$ cat src/rtl/core/sass_pkg.sv
`timescale 1ns / 1ps
`default_nettype none
// ----------------------------------------------------------------------------
// sass_pkg
// Shared types, constants and microprogram for the animation script stepper.
// ----------------------------------------------------------------------------
package sass_pkg;

    // animation memory geometry
    localparam int MEM_BYTES = 4096;
    localparam int ADDR_W    = $clog2(MEM_BYTES);

    // script constants
    localparam logic [5:0]  NO_SEQUENCE   = 6'd32;
    localparam logic [7:0]  END_FRAME     = 8'd255;
    localparam logic [15:0] HOLD_FOREVER  = 16'd255;
    localparam logic [ADDR_W-1:0] ENTRY_BYTES = ADDR_W'(4);
    localparam logic [9:0]  FT_BASE_BYTE  = 10'd64;   // frame table word 32

    // input opcodes
    localparam logic OP_LOAD = 1'b0;
    localparam logic OP_TICK = 1'b1;

    // payloads
    typedef struct packed {
        logic        opcode;
        logic [11:0] load_address;
        logic [7:0]  load_byte;
        logic [4:0]  sequence_req;
    } t_in;

    typedef struct packed {
        logic               frame_valid;
        logic [7:0]         frame;
        logic signed [15:0] frame_data_offset;
    } t_out;

    // read address source of a step
    typedef enum logic [2:0] {
        A_NONE,
        A_SEQ_LO,
        A_SEQ_HI,
        A_CURSOR,
        A_CURSOR1,
        A_FT_LO,
        A_FT_HI
    } t_asrc;

    // datapath action of a step
    typedef enum logic [3:0] {
        D_NONE,
        D_LO,       // latch low byte of a word
        D_SEQ,      // new sequence: start, cursor, hold
        D_COUNT,    // hold countdown
        D_FRAME,    // latch frame byte
        D_DUR,      // latch duration, maybe rewind to start
        D_ADV,      // cursor advance
        D_EMIT,     // frame result
        D_EMPTY     // no-frame result
    } t_dop;

    // sequencing of a step
    typedef enum logic [2:0] {
        C_WAIT_START,
        C_NEXT,
        C_JUMP,
        C_SEQ_SAME,
        C_HOLD_NZ,
        C_RESTART,
        C_DONE
    } t_cond;

    // step addresses
    localparam int UPC_W = 4;
    localparam logic [UPC_W-1:0] S_IDLE     = 4'd0;
    localparam logic [UPC_W-1:0] S_SEQ_TEST = 4'd1;
    localparam logic [UPC_W-1:0] S_SEQ_HI   = 4'd2;
    localparam logic [UPC_W-1:0] S_SEQ_SET  = 4'd3;
    localparam logic [UPC_W-1:0] S_COUNT    = 4'd4;
    localparam logic [UPC_W-1:0] S_FRAME    = 4'd5;
    localparam logic [UPC_W-1:0] S_DUR      = 4'd6;
    localparam logic [UPC_W-1:0] S_ADV      = 4'd7;
    localparam logic [UPC_W-1:0] S_FT_HI    = 4'd8;
    localparam logic [UPC_W-1:0] S_EMIT     = 4'd9;
    localparam logic [UPC_W-1:0] S_REWIND   = 4'd10;
    localparam logic [UPC_W-1:0] S_EMPTY    = 4'd11;

    typedef struct packed {
        t_asrc             asrc;
        t_dop              dop;
        t_cond             cond;
        logic [UPC_W-1:0]  target;
    } t_uword;

    // control word to the datapath
    typedef struct packed {
        logic  idle;
        t_asrc asrc;
        t_dop  dop;
    } t_ctl;

    // datapath flags to the sequencer
    typedef struct packed {
        logic seq_same;
        logic hold_nz;
        logic restart;
        logic out_free;
    } t_flags;

    // microprogram
    function automatic t_uword ucode(input logic [UPC_W-1:0] upc);
        t_uword w;
        w = '{asrc: A_NONE, dop: D_NONE, cond: C_WAIT_START, target: S_IDLE};
        case (upc)
            S_IDLE:     w = '{A_NONE,    D_NONE,  C_WAIT_START, S_IDLE};
            S_SEQ_TEST: w = '{A_SEQ_LO,  D_NONE,  C_SEQ_SAME,   S_COUNT};
            S_SEQ_HI:   w = '{A_SEQ_HI,  D_LO,    C_NEXT,       S_IDLE};
            S_SEQ_SET:  w = '{A_NONE,    D_SEQ,   C_NEXT,       S_IDLE};
            S_COUNT:    w = '{A_CURSOR,  D_COUNT, C_HOLD_NZ,    S_EMPTY};
            S_FRAME:    w = '{A_CURSOR1, D_FRAME, C_NEXT,       S_IDLE};
            S_DUR:      w = '{A_NONE,    D_DUR,   C_RESTART,    S_REWIND};
            S_REWIND:   w = '{A_CURSOR,  D_NONE,  C_JUMP,       S_FRAME};
            S_ADV:      w = '{A_FT_LO,   D_ADV,   C_NEXT,       S_IDLE};
            S_FT_HI:    w = '{A_FT_HI,   D_LO,    C_NEXT,       S_IDLE};
            S_EMIT:     w = '{A_NONE,    D_EMIT,  C_DONE,       S_IDLE};
            S_EMPTY:    w = '{A_NONE,    D_EMPTY, C_DONE,       S_IDLE};
            default:    w = '{A_NONE,    D_NONE,  C_JUMP,       S_IDLE};
        endcase
        return w;
    endfunction

endpackage
`default_nettype wire

$ cat src/rtl/core/sass_useq.sv
`timescale 1ns / 1ps
`default_nettype none
// ----------------------------------------------------------------------------
// sass_useq
// Step counter and microprogram table; issues one control word per cycle.
// ----------------------------------------------------------------------------
module sass_useq
    import sass_pkg::*;
(
    input  wire logic   i_clk,
    input  wire logic   i_rst_n,
    input  wire logic   i_start,
    input  wire t_flags i_flags,
    output t_ctl        o_ctl
);

    logic [UPC_W-1:0] r_upc;
    logic [UPC_W-1:0] n_upc;
    t_uword           w;

    // current control word
    always_comb begin
        w = ucode(r_upc);
        o_ctl.idle = (r_upc == S_IDLE);
        o_ctl.asrc = w.asrc;
        o_ctl.dop  = w.dop;
    end

    // next step
    always_comb begin
        n_upc = r_upc + 4'd1;
        case (w.cond)
            C_WAIT_START: n_upc = i_start ? S_SEQ_TEST : S_IDLE;
            C_NEXT:       n_upc = r_upc + 4'd1;
            C_JUMP:       n_upc = w.target;
            C_SEQ_SAME:   if (i_flags.seq_same) n_upc = w.target;
            C_HOLD_NZ:    if (i_flags.hold_nz) n_upc = w.target;
            C_RESTART:    if (i_flags.restart) n_upc = w.target;
            C_DONE:       n_upc = i_flags.out_free ? S_IDLE : r_upc;
            default:      n_upc = S_IDLE;
        endcase
    end

    // step counter
    always_ff @(posedge i_clk) begin
        if (!i_rst_n) begin
            r_upc <= S_IDLE;
        end else begin
            r_upc <= n_upc;
        end
    end

endmodule
`default_nettype wire

$ cat config.mk
export PLATFORM = sky130hd
export DESIGN_NAME = sass_useq
export DESIGN_NICKNAME = d
export VERILOG_FILES = /design/src/rtl/core/sass_pkg.sv /design/src/rtl/core/sass_useq.sv
export SDC_FILE = /design/constraint.sdc
export NUM_CORES = 1
export LEC_CHECK = 0
export ABC_CLOCK_PERIOD_IN_PS = 2500
export BUFFER_PORTS_ARGS = -buffer_cell sky130_fd_sc_hd__buf_2
export CORE_MARGIN = 2
export CORE_UTILIZATION = 58
export CTS_BUF_LIST = sky130_fd_sc_hd__clkbuf_4
export DETAILED_ROUTE_END_ITERATION = 8
export GPL_TIMING_DRIVEN = 0
export PLACE_DENSITY = 0.81
export SLEW_MARGIN = 15
export SYNTH_ARGS = -nofsm -noshare
export SYNTH_HDL_FRONTEND = slang
export SYNTH_SLANG_ARGS = --single-unit
$ cat constraint.sdc
create_clock -name i_clk -period 2.5 [get_ports i_clk]
set_input_delay 0.125 -clock i_clk [delete_from_list [all_inputs] [get_ports i_clk]]
set_output_delay 0.125 -clock i_clk [all_outputs]
set_load 0.01 [all_outputs]
==> flow_metrics.py, run 1 <==
metrics = {
    "cells_and_area": {
        "drive_gt1_frac": 0.298,
        "final_cell_area_um2": 1180,
        "area_growth_pct": 13.1,
        "antenna_cells": 0,
        "final_nets": 151,
        "nFillCells": 151,
    },
    "global_routing": {
        "overflow": 0,
        "track_usage": 0.207,
        "grt_pass1_vias": 781,
        "grt_pass1_wl_um": 3170,
        "grt_max_degree": 11,
        "antenna_found_initial": 0,
    },
    "synthesis": {
        "syn_inst": 123,
        "synth_compound_area_frac": 0.188,
        "synth.yosys.seq_area_share": 0.325,
        "synth_nets": 132,
        "synth_top_family_by_area": "simple AND/OR/NAND/NOR gates",
        "avgSynthCellArea_um2": 8.51,
        "synth_cell_type_count": 46,
        "synthAdderAreaFrac": 0.0239,
        "synth_flop_cell": "dfxtp_1",
        "synth_area_um2": 1050,
        "synth_seq_cells": 17,
        "ys_warn_count": 0,
        "synth_xor_area_frac": 0.0251,
        "synth_edf_count": 0,
        "synthArstFlopShare": 0,
        "synthMuxAreaShare": 0.0442,
        "synthSimpleGateAreaFrac": 0.294,
    },
    "cts": {
        "cts_max_path_buffers": 2,
        "cts-root-buf": "clkbuf_4",
        "clk_pin_slew_ns": 0.08,
        "h-tree-depth": 1,
        "cts_made_buffers": 3,
        "numClockSinks": 17,
        "post_cts_buffers": 0,
        "clock_latency_ns": 0.29,
        "cts_tree": "done",
    },
    "hold_path": {
        "whs_path_depth": 2,
        "hp-class": "in2reg",
        "min-delay-start": "i_rst_n",
        "hold_end": "w[5]$_DFF_P_",
    },
    "floorplan": {
        "start_util": 0.613,
        "io-pin-count": 15,
        "core_area_um2": 1710,
        "dieArea_um2": 2160,
        "die_w_um": 46.5,
        "row_count": 15,
        "dieHeight_um": 46.5,
    },
    "timing": {
        "tightestPinTransition_ns": 0.464,
        "grt_setup_unrepaired": "false",
        "finalSetupViolCount": 0,
        "finalCriticalPeriod_ns": 2.35,
        "fin_skew_ns": 0.00921,
        "report.final.slew_viol_count": 0,
        "clock.fmax_mhz": 425,
        "fin_tns_setup_ns": 0,
        "post-route-period-util": 0.941,
        "timing.hold.ws_ns": 0.125,
        "relSlewSlack": 0.686,
        "finalHoldViolations": 0,
    },
    "critical_path": {
        "path_cells": "inv_1 -> ha_1 -> mux2_2 -> a22oi_1 -> nor2_1 -> a2111oi_4 -> buf_6 -> nand2_1 -> o22a_1 -> o32ai_1",
        "path_delay_family": "compound AO/OA/AOI/OAI gates",
        "worstPathMaxFanout": 10,
        "cp-start-kind": "flop",
        "reg2reg_to": "w[11]$_DFF_P_",
        "ff2ff_setup_slack_ns": 0.15,
        "worst_path_largest_cell_delay_ns": 0.38,
        "critPathArrivalTime_ns": 2.55,
        "endpoint_kind": "flop",
        "reg2reg_from": "r_upc[0]$_SDFFE_PN0N_",
        "path_buf_inv": 2,
        "cpMaxStageDelayCell": "dfxtp_2",
        "worstPathRequired_ns": 2.70,
        "critical_path_class": "reg2reg",
        "r2r_cells": 10,
    },
    "route": {
        "wl_per_cell_um": 12.7,
        "ant_nets": 0,
        "drc": 0,
        "wl_um": 2100,
        "vias_per_cell": 5.45,
        "first_iter_violations": 34,
        "vias": 904,
        "drtPass1Iterations": 4,
    },
    "placement": {
        "io_buffers": 14,
        "dp_hpwl_um": 1590,
        "gp_congestion": 0.917,
        "place_area_um2": 1150,
    },
    "flow_run": {
        "drv_cap": 0,
    },
    "power": {
        "p_leak_nw": 0.533,
        "p_total_mw": 1.01,
        "vdd_ir_drop_max_v": 0.000508,
        "p_per_area_nw_per_um2": 856,
    },
    "outcome": {
        "status": "finished clean",
    },
}
==> stage by stage <==
stage | worst slack [ns] | utilization | std cells
after floorplan | 0.265 | - | 123
after global placement | 0.0324 | 0.673 | 162
after detailed placement | -0.00381 | 0.673 | 162
after CTS | 0.00315 | 0.692 | 166
after global routing | 0.000645 | 0.694 | 166
final | 0.147 | 0.694 | 166
==> where the power goes <==
group          internal [mW]  leakage (nW)  switching, mW
combinational          0.223         0.375          0.280
sequential             0.326         0.139         0.0318
clock                 0.0730        0.0184         0.0812
==> routing by layer <==
metal,GRT usage,vias up,share of wire
li1,-,461,-
met3,0.0471,5,0.037
met4,0.0857,0,0.014
met2,0.367,18,0.52
met5,0,-,0
met1,0.236,420,0.43
==> cells in the final DEF, fill, tap and decap left out, types with 2 or more instances in the layout <==
master | netlist | layout
buf_2 | 3 | 17
ha_1 | 2 | 2
buf_6 | 1 | 2
nand2_1 | 14 | 14
or3_1 | 2 | 2
a21oi_1 | 5 | 5
nand2b_1 | 3 | 3
dfxtp_2 | 0 | 2
and2_1 | 4 | 4
buf_4 | 8 | 7
inv_1 | 3 | 3
dfxtp_1 | 17 | 15
nand3_1 | 7 | 7
nor3b_1 | 3 | 3
xor2_1 | 3 | 3
nor2_1 | 9 | 9
mux2i_1 | 2 | 2
clkbuf_4 | 0 | 4
nor2b_1 | 4 | 4
nor3_1 | 3 | 3
and3_1 | 3 | 3
==> synth_stat cells, types with 2 or more instances <==
cell type | n | area share
xor2_1 | 3 | 0.025
or3_1 | 2 | 0.012
buf_2 | 3 | 0.014
a21oi_1 | 5 | 0.024
ha_1 | 2 | 0.024
nor2b_1 | 4 | 0.024
nand2_1 | 14 | 0.050
nor2_1 | 9 | 0.032
mux2i_1 | 2 | 0.019
and3_1 | 3 | 0.018
nand3_1 | 7 | 0.033
buf_4 | 8 | 0.057
and2_1 | 4 | 0.024
nor3b_1 | 3 | 0.022
dfxtp_1 | 17 | 0.32
nor3_1 | 3 | 0.014
nand2b_1 | 3 | 0.018
inv_1 | 3 | 0.011
==> how the worst max path moves through the flow <==
stage          slack (ns)  cells past startpoint                  start             to
3_5_place_dp       -0.004                     10  r_upc[0]$_SDFFE_PN0N_  w[11]$_DFF_P_
4_1_cts             0.003                     10  r_upc[0]$_SDFFE_PN0N_  w[11]$_DFF_P_
6_report             0.15                     10  r_upc[0]$_SDFFE_PN0N_  w[11]$_DFF_P_
5_1_grt            0.0006                     10  r_upc[0]$_SDFFE_PN0N_  w[11]$_DFF_P_
2_1_floorplan        0.27                     10  r_upc[0]$_SDFFE_PN0N_  w[11]$_DFF_P_
3_3_place_gp         0.03                     10  r_upc[0]$_SDFFE_PN0N_  w[11]$_DFF_P_
==> registers in the layout, indices dropped and copies added, names as in the netlist <==
signal  cells
w          13
r_upc       4
==> timing repair <==
action	4_1_cts	5_1_grt
hold buffers	0	0
setup endpoints to repair	1	5
gates resized for setup	1	2
pin swaps	0	1
==> cells by family (layout without fill, tap and decap cells) <==
family	after synthesis	in the layout
compound gates	22	22
simple gates	58	58
xor+xnor	3	3
fa+ha+maj	2	2
buf+inv	17	35
flops	17	17
mux	4	4
==> final cells by class <==
cell class,instances,area (um2),area share
Buffer,13,93.8,0.0792
Clock buffer,4,30.0,0.0253
Inverter,4,15.0,0.0127
Multi-Input combinational cell,89,602,0.508
Sequential cell,17,343,0.289
Tap cell,25,31.3,0.0264
Timing Repair Buffer,14,70.1,0.0591
Power figures use the tool's default switching activity.
==> inputs of run 2 (changes only) <==
ABC_AREA = 1   (was not set)
==> run 2 against run 1 <==
Effect of this change: final area fell by 0.63%; die area rose by 0.34%; first-iteration DRC count rose by 12%; sequential share of layout area barely moved; combinational power fell by 14%; critical path depth rose by 2; wire length rose by 1.0%; worst setup slack improved by 0.34 ns; worst hold slack improved by 0.17 ns; highest routed layer unchanged; synthesized cell count rose by 27%; global-route usage rose by 1.6 points.
==> flow_metrics.py, run 2 <==
metrics = {
    "outcome": {
        "status": "finished clean",
    },
    "floorplan": {
        "die_w_um": 46.6,
        "start_util": 0.615,
        "row_count": 15,
        "core_area_um2": 1710,
        "io-pin-count": 15,
        "dieHeight_um": 46.6,
        "dieArea_um2": 2170,
    },
    "critical_path": {
        "reg2reg_from": "r_upc[0]$_SDFFE_PN0N_",
        "worstPathMaxFanout": 9,
        "path_delay_family": "simple AND/OR/NAND/NOR gates",
        "cp-start-kind": "flop",
        "ff2ff_setup_slack_ns": 0.49,
        "path_cells": "inv_1 -> ha_1 -> nand2_1 -> nand2_1 -> nand2_1 -> nand2_1 -> nor2_2 -> nand3_2 -> nand2_2 -> nand2_2 -> o21ai_1 -> nand2_1",
        "critical_path_class": "reg2reg",
        "reg2reg_to": "w[5]$_DFF_P_",
        "critPathArrivalTime_ns": 2.19,
        "path_buf_inv": 1,
        "worstPathRequired_ns": 2.67,
        "r2r_cells": 12,
        "endpoint_kind": "flop",
        "worst_path_largest_cell_delay_ns": 0.48,
        "cpMaxStageDelayCell": "dfxtp_1",
        "crit_top_cell": "nand2_1",
    },
    "cts": {
        "clk_pin_slew_ns": 0.09,
        "cts_hold_buf": 0,
        "cts-root-buf": "clkbuf_4",
        "cts_made_buffers": 3,
        "h-tree-depth": 1,
        "numClockSinks": 17,
        "ctsResizeCount": 0,
        "cts_tree": "done",
        "clock_latency_ns": 0.28,
        "post_cts_buffers": 0,
        "cts_max_path_buffers": 2,
    },
    "route": {
        "routed.top_layer": "met4",
        "vias_per_cell": 5.01,
        "drtPass1Iterations": 4,
        "wl_met1_um": 982,
        "drc": 0,
        "routed-wl-met3_um": 98,
        "wl_met2_um": 1030,
        "vias": 991,
        "wl_um": 2120,
        "ant_nets": 0,
        "first_iter_violations": 38,
        "wl_per_cell_um": 10.7,
    },
    "global_routing": {
        "grt_max_degree": 10,
        "track_usage": 0.223,
        "antenna_found_initial": 0,
        "overflow": 0,
        "grt_pass1_wl_um": 3370,
        "grt_pass1_vias": 852,
    },
    "cells_and_area": {
        "largest_register_ffs": 13,
        "antenna_cells": 0,
        "final_nets": 183,
        "final_cell_mix": "nand2_1, dfxtp_1, nand3_1",
        "final_cell_area_um2": 1180,
        "final_common_cell": "nand2_1",
        "area_growth_pct": 12.0,
        "drive_gt1_frac": 0.289,
        "fin_cells": 198,
        "nFillCells": 150,
    },
    "synthesis": {
        "synth_top_area_frac": 0.324,
        "synth.yosys.seq_area_share": 0.324,
        "synth_flop_cell": "dfxtp_1",
        "netlist_top_cells_area": "dfxtp_1, nand2_1, nand3_1",
        "ys_warn_count": 0,
        "synth_cell_type_count": 20,
        "syn_inst": 156,
        "yosysMostFrequentCell": "nand2_1",
        "avgSynthCellArea_um2": 6.74,
        "synthArstFlopShare": 0,
        "synth_edf_count": 0,
        "synth_nets": 165,
        "synth_area_um2": 1050,
        "synth_area_leader_cell": "dfxtp_1",
        "synth_seq_cells": 17,
        "synthTopCellsByCount": "nand2_1, dfxtp_1, nand3_1",
    },
    "placement": {
        "gp_congestion": 0.895,
        "dp_hpwl_um": 1700,
        "place_area_um2": 1150,
        "post-place-cells": 194,
        "io_buffers": 13,
    },
    "timing": {
        "post-route-period-util": 0.805,
        "report.final.slew_viol_count": 0,
        "fin_tns_setup_ns": 0,
        "clock.fmax_mhz": 497,
        "relSlewSlack": 0.817,
        "finalSetupViolCount": 0,
        "fin_skew_ns": 0.00363,
        "grt_setup_unrepaired": "false",
        "tightestPinTransition_ns": 0.274,
        "finalCriticalPeriod_ns": 2.01,
        "finalHoldViolations": 0,
    },
    "power": {
        "p_leak_nw": 0.686,
        "vdd_ir_drop_max_v": 0.000561,
        "p_per_area_nw_per_um2": 821,
    },
    "flow_run": {
        "drv_cap": 0,
    },
    "hold_path": {
        "hold_end": "r_upc[2]$_SDFFE_PN0N_",
        "hp-class": "in2reg",
        "min-delay-start": "i_rst_n",
        "whs_path_depth": 3,
    },
}
## run 2: changes by cell type after synthesis, moves of 4 or more
| cell | previous run | this run |
|---|---|---|
| nand2_1 | 14 | 52 |
| inv_1 | 3 | 12 |
| nand3_1 | 7 | 16 |
| nor2_2 | 0 | 7 |
| a21oi_1 | 5 | 1 |
| and2_1 | 4 | 0 |
| inv_2 | 1 | 5 |
| nand3_2 | 0 | 4 |
| nor2b_1 | 4 | 0 |
| o21ai_1 | 1 | 5 |
## run 2: tightest hold or removal path: stages
cell,delay [ns]
clkbuf_2,0.20
nand2_4,0.15
inv_2,0.06
## run 2: kinds of logic (layout without fill, tap and decap cells)
logic type,after synthesis,count (layout),synth area share
adders and majority gates,2,2,0.0238
AOI/OAI and AO/OA,10,10,0.0512
DFF,17,17,0.324
and+or+nand+nor,99,99,0.462
xor gates and xnor gates,2,2,0.0167
buffers and inverters,26,43,0.123
## run 2: power by group
group	internal (mW)	leakage (nW)	switching (mW)
Clock	0.0728	0.0184	0.0772
Combinational	0.158	0.529	0.274
Sequential	0.328	0.138	0.0568
## run 2: worst max path at each step
stage / startpoint / end / slack [ns] / cells past startpoint
after detailed placement: r_upc[0]$_SDFFE_PN0N_ / w[5]$_DFF_P_ / 0.54 / 12
after CTS: r_upc[0]$_SDFFE_PN0N_ / w[5]$_DFF_P_ / 0.51 / 12
after floorplan: r_upc[0]$_SDFFE_PN0N_ / w[5]$_DFF_P_ / 0.82 / 12
after global placement: r_upc[0]$_SDFFE_PN0N_ / w[5]$_DFF_P_ / 0.58 / 12
after global routing: r_upc[0]$_SDFFE_PN0N_ / w[5]$_DFF_P_ / 0.33 / 12
final: r_upc[0]$_SDFFE_PN0N_ / w[5]$_DFF_P_ / 0.49 / 12
## run 2: through the flow
stage	hold WS [ns]	power, mW	util	setup slack (ns)
after global placement	0.568	0.800	0.672	0.580
after floorplan	0.512	0.709	-	0.822
after detailed placement	0.589	0.820	0.672	0.538
after global routing	0.298	1.03	0.689	0.331
final	0.294	0.966	0.689	0.486
after CTS	0.280	0.968	0.689	0.510
## run 2: layout make-up
type,count,area [um2],area share
buffer,9,65.1,0.0553
tap,25,31.3,0.0266
clock buffer,4,30.0,0.0255
timing repair buffer,13,65.1,0.0553
multi-input combinational,113,582,0.494
inverter,17,63.8,0.0542
sequential,17,340,0.289
## run 2: metal layers
| layer | global-route usage | vias to the layer above |
|---|---|---|
| met1 | 0.274 | 440 |
| met4 | 0.0629 | 0 |
| met3 | 0.0706 | 2 |
| met5 | 0 | - |
| met2 | 0.372 | 27 |
| li1 | - | 522 |
==> inputs of run 3 (changes only) <==
ABC_CLOCK_PERIOD_IN_PS = 1900   (was 2500)
clock period = 1.9 ns   (was 2.5 ns; I/O delays follow)
==> run 3 against run 2 <==
Effect of this change: critical path type unchanged; highest routed layer unchanged; combinational power is 41% higher; via count up 0.50%; clock skew is 0.0015 ns lower; wire length rose by 5.5%.
==> flow_metrics.py, run 3 (synthesis gave the netlist of run 2 again) <==
metrics = {
    "timing": {
        "fin_skew_ns": 0.00210,
        "grt_setup_unrepaired": "false",
        "finalCriticalPeriod_ns": 1.73,
        "relSlewSlack": 0.808,
        "report.final.slew_viol_count": 0,
        "post-route-period-util": 0.908,
        "timing.hold.ws_ns": 0.275,
        "tightestPinTransition_ns": 0.287,
        "finalSetupViolCount": 0,
        "fin_tns_setup_ns": 0,
        "clock.fmax_mhz": 579,
        "finalHoldViolations": 0,
    },
    "global_routing": {
        "grt_max_degree": 10,
        "overflow": 0,
        "track_usage": 0.223,
        "grt_pass1_vias": 852,
        "antenna_found_initial": 0,
        "grt_pass1_wl_um": 3370,
    },
    "critical_path": {
        "ff2ff_setup_slack_ns": 0.17,
        "r2r_cells": 12,
        "reg2reg_from": "r_upc[0]$_SDFFE_PN0N_",
        "reg2reg_to": "w[5]$_DFF_P_",
        "worstSetupStartpoint": "r_upc[0]$_SDFFE_PN0N_",
        "critical_path.endpoint": "w[5]$_DFF_P_",
        "cp-start-kind": "flop",
        "critPathArrivalTime_ns": 1.90,
        "worstPathMaxFanout": 8,
        "critical_path_class": "reg2reg",
        "endpoint_kind": "flop",
        "worstPathRequired_ns": 2.08,
    },
    "cells_and_area": {
        "final_nets": 185,
        "fin_cells": 200,
        "final_cell_mix": "nand2_1, nand3_1, dfxtp_1",
        "drive_gt1_frac": 0.314,
        "antenna_cells": 0,
        "area_growth_pct": 15.8,
        "final_cell_area_um2": 1220,
        "largest_register_ffs": 13,
        "final_common_cell": "nand2_1",
    },
    "cts": {
        "cts-root-buf": "clkbuf_4",
        "cts_hold_buf": 0,
        "cts_made_buffers": 3,
        "h-tree-depth": 1,
        "clk_pin_slew_ns": 0.09,
        "cts_max_path_buffers": 2,
        "cts_tree": "done",
        "clock_latency_ns": 0.28,
        "numClockSinks": 17,
    },
    "route": {
        "drtPass1Iterations": 4,
        "first_iter_violations": 18,
        "vias": 996,
        "vias_per_cell": 4.98,
        "wl_per_cell_um": 11.2,
        "drc": 0,
        "wl_um": 2240,
        "ant_nets": 0,
    },
    "floorplan": {
        "core_area_um2": 1710,
        "die_w_um": 46.6,
        "start_util": 0.615,
        "dieArea_um2": 2170,
        "io-pin-count": 15,
        "dieHeight_um": 46.6,
        "row_count": 15,
    },
    "power": {
        "p_total_mw": 1.31,
        "vdd_ir_drop_max_v": 0.000746,
        "p_leak_nw": 0.704,
        "p_per_area_nw_per_um2": 1080,
    },
    "placement": {
        "place_area_um2": 1150,
        "io_buffers": 13,
        "gp_congestion": 0.895,
        "post-place-cells": 194,
        "dp_hpwl_um": 1700,
    },
    "hold_path": {
        "hp-class": "in2reg",
        "whs_path_depth": 3,
        "min-delay-start": "i_rst_n",
    },
    "outcome": {
        "status": "finished clean",
    },
    "flow_run": {
        "drv_cap": 0,
    },
}
-- run 3: worst min path at each step --
stage / slack, ns / endpoint
floorplan: 0.48 / o_ctl[0]
global placement: 0.54 / r_upc[2]$_SDFFE_PN0N_
detailed placement: 0.56 / r_upc[2]$_SDFFE_PN0N_
CTS: 0.24 / r_upc[0]$_SDFFE_PN0N_
global route: 0.28 / r_upc[0]$_SDFFE_PN0N_
finish: 0.27 / r_upc[0]$_SDFFE_PN0N_
-- run 3: where the power goes --
group	internal (mW)	switching [mW]	leakage [nW]
sequential	0.437	0.0740	0.139
combinational	0.229	0.377	0.547
clock	0.0958	0.101	0.0184
-- run 3: final cells by class --
cell class,count,area [um2]
buffer,9,65.1
clock buffer,4,30.0
fill,142,490
inverter,17,63.8
multi-input combinational,113,603
sequential,17,344
tap,25,31.3
timing repair buffer,15,80.1
-- run 3: critical path: stages (launching register included) --
cell     delay [ns]
dfxtp_4        0.40
inv_1          0.08
ha_4           0.25
nand2_1        0.06
nand2_1        0.05
nand2_1        0.05
nand2_1        0.05
nor2_2         0.11
nand3_2        0.12
nand2_4        0.13
nand2_2        0.11
o21ai_2        0.14
nand2_1        0.07
-- run 3: routing by layer --
layer  GRT usage  wire [um]  vias to the layer above
li1            -          -                      526
met1       0.274       1030                      441
met2       0.372       1090                       27
met3      0.0706        101                        2
met4      0.0629         17                        0
met5           0          0                        -
-- run 3: what timing repair did --
item | 4_1_cts | 5_1_grt
setup buffers | 0 | 2
gates cloned | 0 | 0
endpoints found under the setup margin | 3 | 9
gates resized for setup | 1 | 4
-- run 3: metrics by stage --
stage / util / setup WS, ns
4_1_cts: 0.690 / 0.00585
3_3_place_gp: 0.672 / -0.0196
6_report: 0.713 / 0.174
2_1_floorplan: - / 0.222
5_1_grt: 0.713 / 0.0865
3_5_place_dp: 0.672 / -0.0616
